## src/jsu_pkg.sv

```systemverilog
// ----------------------------------------------------------------------------
// jsu_pkg
// shared types, character codes and utf-8 encoding for the json string
// unescape block
// ----------------------------------------------------------------------------
package jsu_pkg;

  localparam int unsigned LEN_W = 24;
  localparam logic [LEN_W-1:0] MAX_BYTES_RESET = 24'h010000;

  // input word: one byte of json text or the end mark
  typedef struct packed {
    logic [7:0] in_byte;
    logic       end_of_input;
  } in_t;

  // result word
  typedef struct packed {
    logic [7:0] out_byte;
    logic [1:0] out_kind;
    logic [3:0] error_code;
    logic       last;
  } out_t;

  // results of one input byte, at most one code point
  typedef struct packed {
    out_t [3:0] word;
    logic [2:0] count;
  } step_t;

  typedef enum logic [1:0] {
    KIND_BYTE  = 2'd0,
    KIND_DONE  = 2'd1,
    KIND_ERROR = 2'd2
  } kind_t;

  typedef enum logic [3:0] {
    ERR_NONE        = 4'd0,
    ERR_NO_OPEN     = 4'd1,
    ERR_CONTROL     = 4'd2,
    ERR_BAD_ESCAPE  = 4'd3,
    ERR_BAD_UNICODE = 4'd4,
    ERR_UNPAIRED_HI = 4'd5,
    ERR_BAD_LOW     = 4'd6,
    ERR_UNPAIRED_LO = 4'd7,
    ERR_UNTERM      = 4'd8,
    ERR_LENGTH      = 4'd9
  } err_t;

  // characters of interest
  localparam logic [7:0] CH_QUOTE  = 8'h22;
  localparam logic [7:0] CH_BSLASH = 8'h5C;
  localparam logic [7:0] CH_SLASH  = 8'h2F;
  localparam logic [7:0] CH_SPACE  = 8'h20;
  localparam logic [7:0] CH_B      = 8'h62;
  localparam logic [7:0] CH_F      = 8'h66;
  localparam logic [7:0] CH_N      = 8'h6E;
  localparam logic [7:0] CH_R      = 8'h72;
  localparam logic [7:0] CH_T      = 8'h74;
  localparam logic [7:0] CH_U      = 8'h75;
  localparam logic [7:0] CC_BS     = 8'h08;
  localparam logic [7:0] CC_FF     = 8'h0C;
  localparam logic [7:0] CC_LF     = 8'h0A;
  localparam logic [7:0] CC_CR     = 8'h0D;
  localparam logic [7:0] CC_TAB    = 8'h09;

  // surrogate ranges
  localparam logic [15:0] HI_SUR_MIN = 16'hD800;
  localparam logic [15:0] HI_SUR_MAX = 16'hDBFF;
  localparam logic [15:0] LO_SUR_MIN = 16'hDC00;
  localparam logic [15:0] LO_SUR_MAX = 16'hDFFF;
  localparam logic [20:0] SUPP_BASE  = 21'h010000;

  // utf-8 lead and continuation marks
  localparam logic [7:0] U8_CONT  = 8'h80;
  localparam logic [7:0] U8_LEAD2 = 8'hC0;
  localparam logic [7:0] U8_LEAD3 = 8'hE0;
  localparam logic [7:0] U8_LEAD4 = 8'hF0;

  typedef struct packed {
    logic [3:0][7:0] byte_seq;
    logic [2:0]      len;
  } utf8_t;

  typedef struct packed {
    logic       ok;
    logic [3:0] value;
  } hex_t;

  function automatic hex_t hex_digit(input logic [7:0] c);
    hex_t h;
    h.ok = 1'b1;
    h.value = 4'd0;
    if (c inside {[8'h30:8'h39]}) begin
      h.value = c[3:0];
    end else if (c inside {[8'h61:8'h66], [8'h41:8'h46]}) begin
      h.value = 4'(c[3:0] + 4'd9);
    end else begin
      h.ok = 1'b0;
    end
    return h;
  endfunction

  // byte_seq[0] goes out first
  function automatic utf8_t utf8_encode(input logic [20:0] cp);
    utf8_t e;
    e.byte_seq = '0;
    if (cp <= 21'h00007F) begin
      e.byte_seq[0] = cp[7:0];
      e.len = 3'd1;
    end else if (cp <= 21'h0007FF) begin
      e.byte_seq[0] = U8_LEAD2 | {3'b000, cp[10:6]};
      e.byte_seq[1] = U8_CONT | {2'b00, cp[5:0]};
      e.len = 3'd2;
    end else if (cp <= 21'h00FFFF) begin
      e.byte_seq[0] = U8_LEAD3 | {4'b0000, cp[15:12]};
      e.byte_seq[1] = U8_CONT | {2'b00, cp[11:6]};
      e.byte_seq[2] = U8_CONT | {2'b00, cp[5:0]};
      e.len = 3'd3;
    end else begin
      e.byte_seq[0] = U8_LEAD4 | {5'b00000, cp[20:18]};
      e.byte_seq[1] = U8_CONT | {2'b00, cp[17:12]};
      e.byte_seq[2] = U8_CONT | {2'b00, cp[11:6]};
      e.byte_seq[3] = U8_CONT | {2'b00, cp[5:0]};
      e.len = 3'd4;
    end
    return e;
  endfunction

endpackage

```

## src/jsu_decode.sv

```systemverilog
// ----------------------------------------------------------------------------
// jsu_decode
// per-byte decoder: parse state registers and the result words one byte makes
// ----------------------------------------------------------------------------
module jsu_decode (
  input  logic                         clk,
  input  logic                         rst,
  input  logic                         take,
  input  jsu_pkg::in_t                 item,
  input  logic [jsu_pkg::LEN_W-1:0]    max_bytes,
  output jsu_pkg::step_t               step
);

  typedef enum logic [2:0] {
    PH_WAIT,
    PH_BODY,
    PH_ESC,
    PH_HEX1,
    PH_PAIR_BS,
    PH_PAIR_U,
    PH_HEX2
  } phase_t;

  typedef enum logic [2:0] {
    RQ_NONE,
    RQ_FAIL,
    RQ_BYTE,
    RQ_CP,
    RQ_DONE
  } req_t;

  phase_t                      phase, phase_next;
  logic [15:0]                 hex_value, hex_value_next;
  logic [1:0]                  hex_digits_seen, hex_digits_seen_next;
  logic [9:0]                  high_surrogate, high_surrogate_next;
  logic [jsu_pkg::LEN_W-1:0]   bytes_written, bytes_written_next;

  always_comb begin
    req_t                      req;
    jsu_pkg::err_t             code;
    logic [7:0]                b;
    logic                      eoi;
    logic [7:0]                plain;
    logic [20:0]               cp;
    logic [15:0]               hv;
    jsu_pkg::hex_t             hd;
    jsu_pkg::err_t             hex_err;
    jsu_pkg::utf8_t            enc;
    logic [jsu_pkg::LEN_W-1:0] room;

    phase_next           = phase;
    hex_value_next       = hex_value;
    hex_digits_seen_next = hex_digits_seen;
    high_surrogate_next  = high_surrogate;
    bytes_written_next   = bytes_written;
    step                 = '0;

    req   = RQ_NONE;
    code  = jsu_pkg::ERR_NONE;
    plain = 8'd0;
    cp    = 21'd0;
    b     = item.in_byte;
    eoi   = item.end_of_input;
    hd    = jsu_pkg::hex_digit(b);
    hv    = {hex_value[11:0], hd.value};
    hex_err = (phase == PH_HEX1) ? jsu_pkg::ERR_BAD_UNICODE : jsu_pkg::ERR_BAD_LOW;

    case (phase)
      PH_BODY: begin
        if (eoi) begin
          req = RQ_FAIL; code = jsu_pkg::ERR_UNTERM;
        end else if (b == jsu_pkg::CH_QUOTE) begin
          req = RQ_DONE;
        end else if (b < jsu_pkg::CH_SPACE) begin
          req = RQ_FAIL; code = jsu_pkg::ERR_CONTROL;
        end else if (b == jsu_pkg::CH_BSLASH) begin
          phase_next = PH_ESC;
        end else begin
          req = RQ_BYTE; plain = b;
        end
      end
      PH_ESC: begin
        if (eoi) begin
          req = RQ_FAIL; code = jsu_pkg::ERR_BAD_ESCAPE;
        end else begin
          case (b)
            jsu_pkg::CH_QUOTE, jsu_pkg::CH_BSLASH, jsu_pkg::CH_SLASH: begin
              req = RQ_BYTE; plain = b;
            end
            jsu_pkg::CH_B: begin req = RQ_BYTE; plain = jsu_pkg::CC_BS;  end
            jsu_pkg::CH_F: begin req = RQ_BYTE; plain = jsu_pkg::CC_FF;  end
            jsu_pkg::CH_N: begin req = RQ_BYTE; plain = jsu_pkg::CC_LF;  end
            jsu_pkg::CH_R: begin req = RQ_BYTE; plain = jsu_pkg::CC_CR;  end
            jsu_pkg::CH_T: begin req = RQ_BYTE; plain = jsu_pkg::CC_TAB; end
            jsu_pkg::CH_U: begin
              hex_value_next       = 16'd0;
              hex_digits_seen_next = 2'd0;
              phase_next           = PH_HEX1;
            end
            default: begin
              req = RQ_FAIL; code = jsu_pkg::ERR_BAD_ESCAPE;
            end
          endcase
        end
      end
      PH_HEX1, PH_HEX2: begin
        if (eoi || !hd.ok) begin
          req = RQ_FAIL; code = hex_err;
        end else begin
          hex_value_next = hv;
          if (hex_digits_seen != 2'd3) begin
            hex_digits_seen_next = 2'(hex_digits_seen + 2'd1);
          end else begin
            hex_digits_seen_next = 2'd0;
            if (phase == PH_HEX1) begin
              if (hv >= jsu_pkg::HI_SUR_MIN && hv <= jsu_pkg::HI_SUR_MAX) begin
                // offset from the base is the low ten bits
                high_surrogate_next = hv[9:0];
                phase_next          = PH_PAIR_BS;
              end else if (hv >= jsu_pkg::LO_SUR_MIN && hv <= jsu_pkg::LO_SUR_MAX) begin
                req = RQ_FAIL; code = jsu_pkg::ERR_UNPAIRED_LO;
              end else begin
                req = RQ_CP; cp = {5'd0, hv};
              end
            end else begin
              if (hv < jsu_pkg::LO_SUR_MIN || hv > jsu_pkg::LO_SUR_MAX) begin
                req = RQ_FAIL; code = jsu_pkg::ERR_BAD_LOW;
              end else begin
                req = RQ_CP;
                cp  = 21'(jsu_pkg::SUPP_BASE + {1'b0, high_surrogate, hv[9:0]});
              end
            end
          end
        end
      end
      PH_PAIR_BS: begin
        if (eoi || b != jsu_pkg::CH_BSLASH) begin
          req = RQ_FAIL; code = jsu_pkg::ERR_UNPAIRED_HI;
        end else begin
          phase_next = PH_PAIR_U;
        end
      end
      PH_PAIR_U: begin
        if (eoi || b != jsu_pkg::CH_U) begin
          req = RQ_FAIL; code = jsu_pkg::ERR_UNPAIRED_HI;
        end else begin
          hex_value_next       = 16'd0;
          hex_digits_seen_next = 2'd0;
          phase_next           = PH_HEX2;
        end
      end
      default: begin
        // waiting for an opening quote; unused codes land here too
        if (eoi || b != jsu_pkg::CH_QUOTE) begin
          req = RQ_FAIL; code = jsu_pkg::ERR_NO_OPEN;
        end else begin
          bytes_written_next   = '0;
          hex_value_next       = 16'd0;
          hex_digits_seen_next = 2'd0;
          high_surrogate_next  = 10'd0;
          phase_next           = PH_BODY;
        end
      end
    endcase

    // length checks, then build the result words
    enc  = jsu_pkg::utf8_encode(cp);
    room = max_bytes - bytes_written;
    if (req == RQ_BYTE && bytes_written >= max_bytes) begin
      req = RQ_FAIL; code = jsu_pkg::ERR_LENGTH;
    end
    if (req == RQ_CP &&
        (bytes_written > max_bytes || jsu_pkg::LEN_W'(enc.len) > room)) begin
      req = RQ_FAIL; code = jsu_pkg::ERR_LENGTH;
    end

    case (req)
      RQ_FAIL: begin
        step.word[0].out_kind   = jsu_pkg::KIND_ERROR;
        step.word[0].error_code = code;
        step.word[0].last       = 1'b1;
        step.count              = 3'd1;
        phase_next              = PH_WAIT;
      end
      RQ_DONE: begin
        step.word[0].out_kind = jsu_pkg::KIND_DONE;
        step.word[0].last     = 1'b1;
        step.count            = 3'd1;
        phase_next            = PH_WAIT;
      end
      RQ_BYTE: begin
        step.word[0].out_byte = plain;
        step.word[0].out_kind = jsu_pkg::KIND_BYTE;
        step.word[0].last     = 1'b1;
        step.count            = 3'd1;
        bytes_written_next    = bytes_written + 1'b1;
        phase_next            = PH_BODY;
      end
      RQ_CP: begin
        for (int i = 0; i < 4; i++) begin
          if (3'(i) < enc.len) begin
            step.word[i].out_byte = enc.byte_seq[i];
            step.word[i].out_kind = jsu_pkg::KIND_BYTE;
            step.word[i].last     = (3'(i + 1) == enc.len);
          end
        end
        step.count         = enc.len;
        bytes_written_next = bytes_written + jsu_pkg::LEN_W'(enc.len);
        phase_next         = PH_BODY;
      end
      default: begin
        step.count = 3'd0;
      end
    endcase
  end

  always_ff @(posedge clk) begin
    if (rst) begin
      phase           <= PH_WAIT;
      hex_value       <= 16'd0;
      hex_digits_seen <= 2'd0;
      high_surrogate  <= 10'd0;
      bytes_written   <= '0;
    end else if (take) begin
      phase           <= phase_next;
      hex_value       <= hex_value_next;
      hex_digits_seen <= hex_digits_seen_next;
      high_surrogate  <= high_surrogate_next;
      bytes_written   <= bytes_written_next;
    end
  end

endmodule

```

## src/json_string_unescape_top.sv

```systemverilog
// ----------------------------------------------------------------------------
// json_string_unescape_top
// streaming decoder for one quoted json string: escapes and \u code units
// come out as utf-8 bytes, then a completion or an error word
// ----------------------------------------------------------------------------
//
//  channel | signals                        | word
//  --------+--------------------------------+-------------------------------
//  in      | in_valid, in_ready, in_data    | text byte or end mark
//  out     | out_valid, out_ready, out_data | decoded byte, done or error
//  cfg     | cfg_valid, cfg_ready, cfg_data | max_string_bytes (24 bits)
//
//  each input byte is decoded in the cycle it is taken; its words (0 to 4)
//  are loaded into the result buffer at that edge; while out_ready is high
//  they leave one per cycle and a byte that yields at most one word sustains
//  one byte per cycle; a \u escape yielding more words holds the input until its
//  last leaves; a stalled output holds the input whenever the buffer holds a word
//  synchronous reset: waiting for an opening quote, buffer empty, limit 65536
//
module json_string_unescape_top (
  input  logic                       clk,
  input  logic                       rst,
  input  logic                       in_valid,
  output logic                       in_ready,
  input  jsu_pkg::in_t               in_data,
  output logic                       out_valid,
  input  logic                       out_ready,
  output jsu_pkg::out_t              out_data,
  input  logic                       cfg_valid,
  output logic                       cfg_ready,
  input  logic [jsu_pkg::LEN_W-1:0]  cfg_data
);

  // length limit register
  logic [jsu_pkg::LEN_W-1:0] max_bytes;

  // decoder outputs for the byte on the input port
  jsu_pkg::step_t step;
  logic           in_fire;
  logic           out_fire;

  // result buffer: words of the last accepted byte, read from head
  jsu_pkg::out_t [3:0] words;
  logic [1:0]          head;
  logic [2:0]          count;

  assign in_fire  = in_valid && in_ready;
  assign out_fire = out_valid && out_ready;

  // take a new byte once the buffer is empty or its final word leaves now
  assign in_ready  = (count == 3'd0) || (count == 3'd1 && out_ready);
  assign out_valid = (count != 3'd0);
  assign out_data  = words[head];

  // configuration is taken at any time
  assign cfg_ready = 1'b1;

  jsu_decode u_decode (
    .clk       (clk),
    .rst       (rst),
    .take      (in_fire),
    .item      (in_data),
    .max_bytes (max_bytes),
    .step      (step)
  );

  always_ff @(posedge clk) begin
    if (rst) begin
      max_bytes <= jsu_pkg::MAX_BYTES_RESET;
    end else if (cfg_valid && cfg_ready) begin
      max_bytes <= cfg_data;
    end
  end

  // buffer payload, no reset needed
  always_ff @(posedge clk) begin
    if (in_fire) begin
      words <= step.word;
    end
  end

  always_ff @(posedge clk) begin
    if (rst) begin
      head  <= 2'd0;
      count <= 3'd0;
    end else if (in_fire) begin
      head  <= 2'd0;
      count <= step.count;
    end else if (out_fire) begin
      head  <= 2'(head + 2'd1);
      count <= 3'(count - 3'd1);
    end
  end

  // ---------------------------------------------------------------------------
  // checks

  // a byte that yields results shows a word on the next cycle
  a_result_follows: assert property (@(posedge clk) disable iff (rst)
    (in_fire && step.count != 3'd0) |=> out_valid)
    else $error("decoded results not presented");

  // the word marked last empties the buffer when taken
  a_last_empties: assert property (@(posedge clk) disable iff (rst)
    (out_fire && out_data.last && !in_fire) |=> !out_valid)
    else $error("words remain after last");

  // only decoded bytes are followed by more words of the same byte
  a_nonlast_is_byte: assert property (@(posedge clk) disable iff (rst)
    (out_valid && !out_data.last) |-> (out_data.out_kind == jsu_pkg::KIND_BYTE))
    else $error("status word not marked last");

  // buffer never holds more than one code point
  a_count_bound: assert property (@(posedge clk) disable iff (rst)
    in_fire |=> (count <= 3'd4))
    else $error("result count out of range");

endmodule

```

## config.mk

```make
export PLATFORM = sky130hd
export DESIGN_NAME = json_string_unescape_top
export DESIGN_NICKNAME = d
export VERILOG_FILES = /design/src/jsu_pkg.sv /design/src/jsu_decode.sv /design/src/json_string_unescape_top.sv
export SDC_FILE = /design/constraint.sdc
export NUM_CORES = 1
export LEC_CHECK = 0
export BUFFER_PORTS_ARGS = -buffer_cell sky130_fd_sc_hd__buf_2
export CORE_ASPECT_RATIO = 0.5
export CORE_MARGIN = 2
export CORE_UTILIZATION = 35
export DETAILED_ROUTE_END_ITERATION = 8
export GPL_ROUTABILITY_DRIVEN = 0
export HOLD_SLACK_MARGIN = 0.02
export PLACE_DENSITY_LB_ADDON = 0.15
export SYNTH_ARGS = -nofsm -noshare
export SYNTH_HDL_FRONTEND = slang
export SYNTH_SLANG_ARGS = --single-unit
```

## constraint.sdc

```tcl
create_clock -name clk -period 17.2 [get_ports clk]
set_clock_uncertainty 0.1 [all_clocks]
set_input_delay 4.3 -clock clk [delete_from_list [all_inputs] [get_ports clk]]
set_output_delay 4.3 -clock clk [all_outputs]
set_load 0.1 [all_outputs]
```

==> run metrics <==
top-count cell post-synth nor2_1; pin count of the biggest net entering global routing 63; Comb power frac 26.3%; GRT Total Usage 20.23%; Worst VDD drop 0.00005214 V; Tcrit/Tclk final 67.64%; post-synthesis cell type count 91; Avg Vias per Cell 5.729; clk root buf clkbuf_16; buffers and inverters on the worst path 5; area grow syn2layout 12.09%; number of fillers in the final layout 2573; layout cells sized above 1 13.28%; Mapped Cells 1082; Area contributors post-synth dfxtp_1 (18%), edfxtp_1 (13%), mux2i_1 (5.4%), ha_1 (5.2%), nor2_1 (5.1%); Overflow after GRT 0; Setup violations, final 0; Crit Path Class input port to flop; number of routed nets with antenna violations 0; sequential share of power 34.5%; crit start category input port; total CTS buffers 17; Fin. Hold Viols 0; Post-synth EDFFs 39; Crit path max-delay family simple AND/OR/NAND/NOR gates; DP HPWL 20090 um; unrepaired setup endpoints after global routing false; status finished clean; Clock power frac 39.2%; dpl cell area 0.009394 sq mm; initial antenna violation count 0; Sw Share 37.20%; Pre-antenna DRT Iters 5; Die Height 116.8 um; first-pass GRT wire length 42440 um; Worst EP required 17.46 ns; final wirelength 26660 um; sequential element share of the synthesized area 31.11%; post-CTS sizing 0; share of the synthesized area in the top cell type 17.97%; Worst slew margin 43.99%; pre-CTS setup slack 5.176 ns; Yosys reg bits 119; Min Clock Period, post-route 11.63 ns; worst slew pin tran 0.8393 ns; H-tree depth 4; ys flop type dfxtp_1; Die Footprint 0.02684 sq mm; non-filler cells in the finished layout 1451; TritonCTS clock tree built; FF+latch area 0.002773 sq mm; FMAX 85.95 MHz; ANT cells 0; final worst slack 5.566 ns; worst min path class flop to flop; site row count 41; Final TNS setup 0 ns; Final Cell Area 0.009991 sq mm; CP max stage cell o2111ai_1; Critical Path Max Stage Delay 0.81 ns; PwrDens 93.54 mW/mm^2; placed cell count 1419; area leader, netlist dfxtp_1; max cap viols 0; Syn Area/Cell 8.238 sq um; crit-path max FO 22; sw power 347.6 uW; latest clock arrival within the worst-skew pair 0.44 ns; DIE WIDTH 229.7 um; top cells by count, synth nor2_1 (120), nand2_1 (118), dfxtp_1 (80); CTS max path bufs 2; DR WL/cell 18.37 um; Port Buffers 54; Leak Pwr 0.003567 uW; Vias 8313; Crit. End Element flop; Crit path arrival time 11.90 ns; Max Slew Vio Count 0; DRC Markers 0; footprint of the multi-input gates 0.005669 sq mm; clk sinks 119; Syn Nets 1159; Iteration-0 DRC Markers 904; starting density of the core 35.53%; hold buffers post-CTS 0; register-to-register setup slack 9.24 ns; vias in the first global route 7768; Reg clk slew, reported paths 0.06 ns; IO Pins 56; Synth async-reset ratio 0%; postcts setup bufs 0; warnings from Yosys 0; Nets 1171; internal power 586.9 uW; mapped cell area 0.008914 sq mm; core area 0.02509 sq mm
[worst register-to-register path: stages (launching register included)]
cell,delay (ns)
dfxtp_1,0.82
xor2_1,0.28
nand4b_1,0.12
or4_4,0.63
or3_1,0.63
inv_2,0.37
nor2_1,0.11
and3_1,0.36
o21ai_0,0.33
inv_1,0.08
ha_1,0.21
a21bo_2,0.21
a2111oi_0,0.37
nor2_1,0.16
nor4_1,0.28
nand4_1,0.34
o2111ai_1,0.81
nor2_1,0.17
ha_1,0.33
a21o_1,0.14
o211ai_1,0.09
buf_4,0.20
a2111oi_0,0.52
mux2i_1,0.23
[layout by cell type, fill, tap and decap left out, types with 7 or more instances in the layout]
cell type / Yosys / layout
a211oi_1: 25 / 25
nand3_1: 35 / 35
ha_1: 37 / 37
nor2_1: 120 / 120
a22oi_1: 17 / 17
nand4_1: 24 / 24
and2_1: 20 / 20
a2111oi_2: 11 / 11
nand2_1: 118 / 118
nand3b_1: 7 / 7
xnor2_1: 13 / 13
a31oi_1: 8 / 8
mux2i_1: 48 / 48
clkbuf_16: 0 / 17
nand2b_1: 10 / 10
a32oi_1: 7 / 7
or3_1: 13 / 13
o21a_1: 8 / 8
nor3b_1: 8 / 8
a21oi_1: 65 / 65
a21o_1: 11 / 11
nor2b_1: 12 / 11
inv_1: 46 / 45
mux4_2: 8 / 8
nor4_1: 11 / 11
and3_1: 11 / 11
buf_4: 3 / 10
dfxtp_1: 80 / 80
xor2_1: 8 / 8
buf_2: 10 / 54
nor3_1: 26 / 26
edfxtp_1: 39 / 39
o21ai_0: 37 / 37
o211ai_1: 10 / 10
[sequential cells by signal, summed over array words and instances, names as in the netlist]
| signal | cells |
|---|---|
| words | 39 |
| max_bytes | 24 |
| u_decode.bytes_written | 24 |
| u_decode.hex_value | 12 |
| u_decode.high_surrogate | 10 |
| count | 3 |
| u_decode.phase | 3 |
| head | 2 |
| u_decode.hex_digits_seen | 2 |
[power groups by stage]
stage          logic (uW)  registers, uW  clock network, uW
6_report              245            323                366
5_1_grt               263            325                389
4_1_cts               244            324                375
3_5_place_dp          243            330                  0
3_3_place_gp          243            329                  0
2_1_floorplan         198            325                  0
[cell families after synthesis]
family,synth area share [%]
AO/OA/AOI/OAI,23.15
flip-flops,31.11
multiplexers,7.917
adder cells (fa/ha/maj),5.755
AND/OR/NAND/NOR,24.65
other,0.04207
buffers and inverters,5.320
XOR/XNOR,2.063
[path summary, 6_finish.rpt]
| check | start | endpoint | depth (start not counted) |
|---|---|---|---|
| hold / removal | u_decode.bytes_written[12] | u_decode.bytes_written[12] | 2 |
| setup reg to reg | u_decode.phase[0] | u_decode.bytes_written[5] | 23 |
| setup / recovery | in_data[1] | u_decode.bytes_written[5] | 26 |
| hold reg to reg | u_decode.bytes_written[12] | u_decode.bytes_written[12] | 2 |
[routing by layer]
layer	part of all wire [%]	GRT usage (%)	vias to the layer above
li1	-	-	4041
met1	47	26.97	3964
met2	45	33.62	268
met3	6.1	3.949	40
met4	2.0	6.104	0
met5	0	0	-
[metrics by stage]
stage	utilization, %	hold WS [ns]	power, uW
after CTS	39.83	0.3598	943.0
after floorplan	-	0.3347	522.7
after detailed placement	37.45	0.3513	573.0
after global routing	39.83	0.3713	976.8
final	39.83	0.3548	934.5
after global placement	37.45	0.3420	572.2
[final cells by class]
class                           count  share of cell area, %
Clock buffer                       17                  4.258
Clock inverter                     15                  1.716
Inverter                           47                  1.766
Multi-Input combinational cell    845                  56.74
Tap cell                          344                  4.308
Sequential cell                   119                  27.75
Timing Repair Buffer               64                  3.456
(Power assumes the default switching activity.)
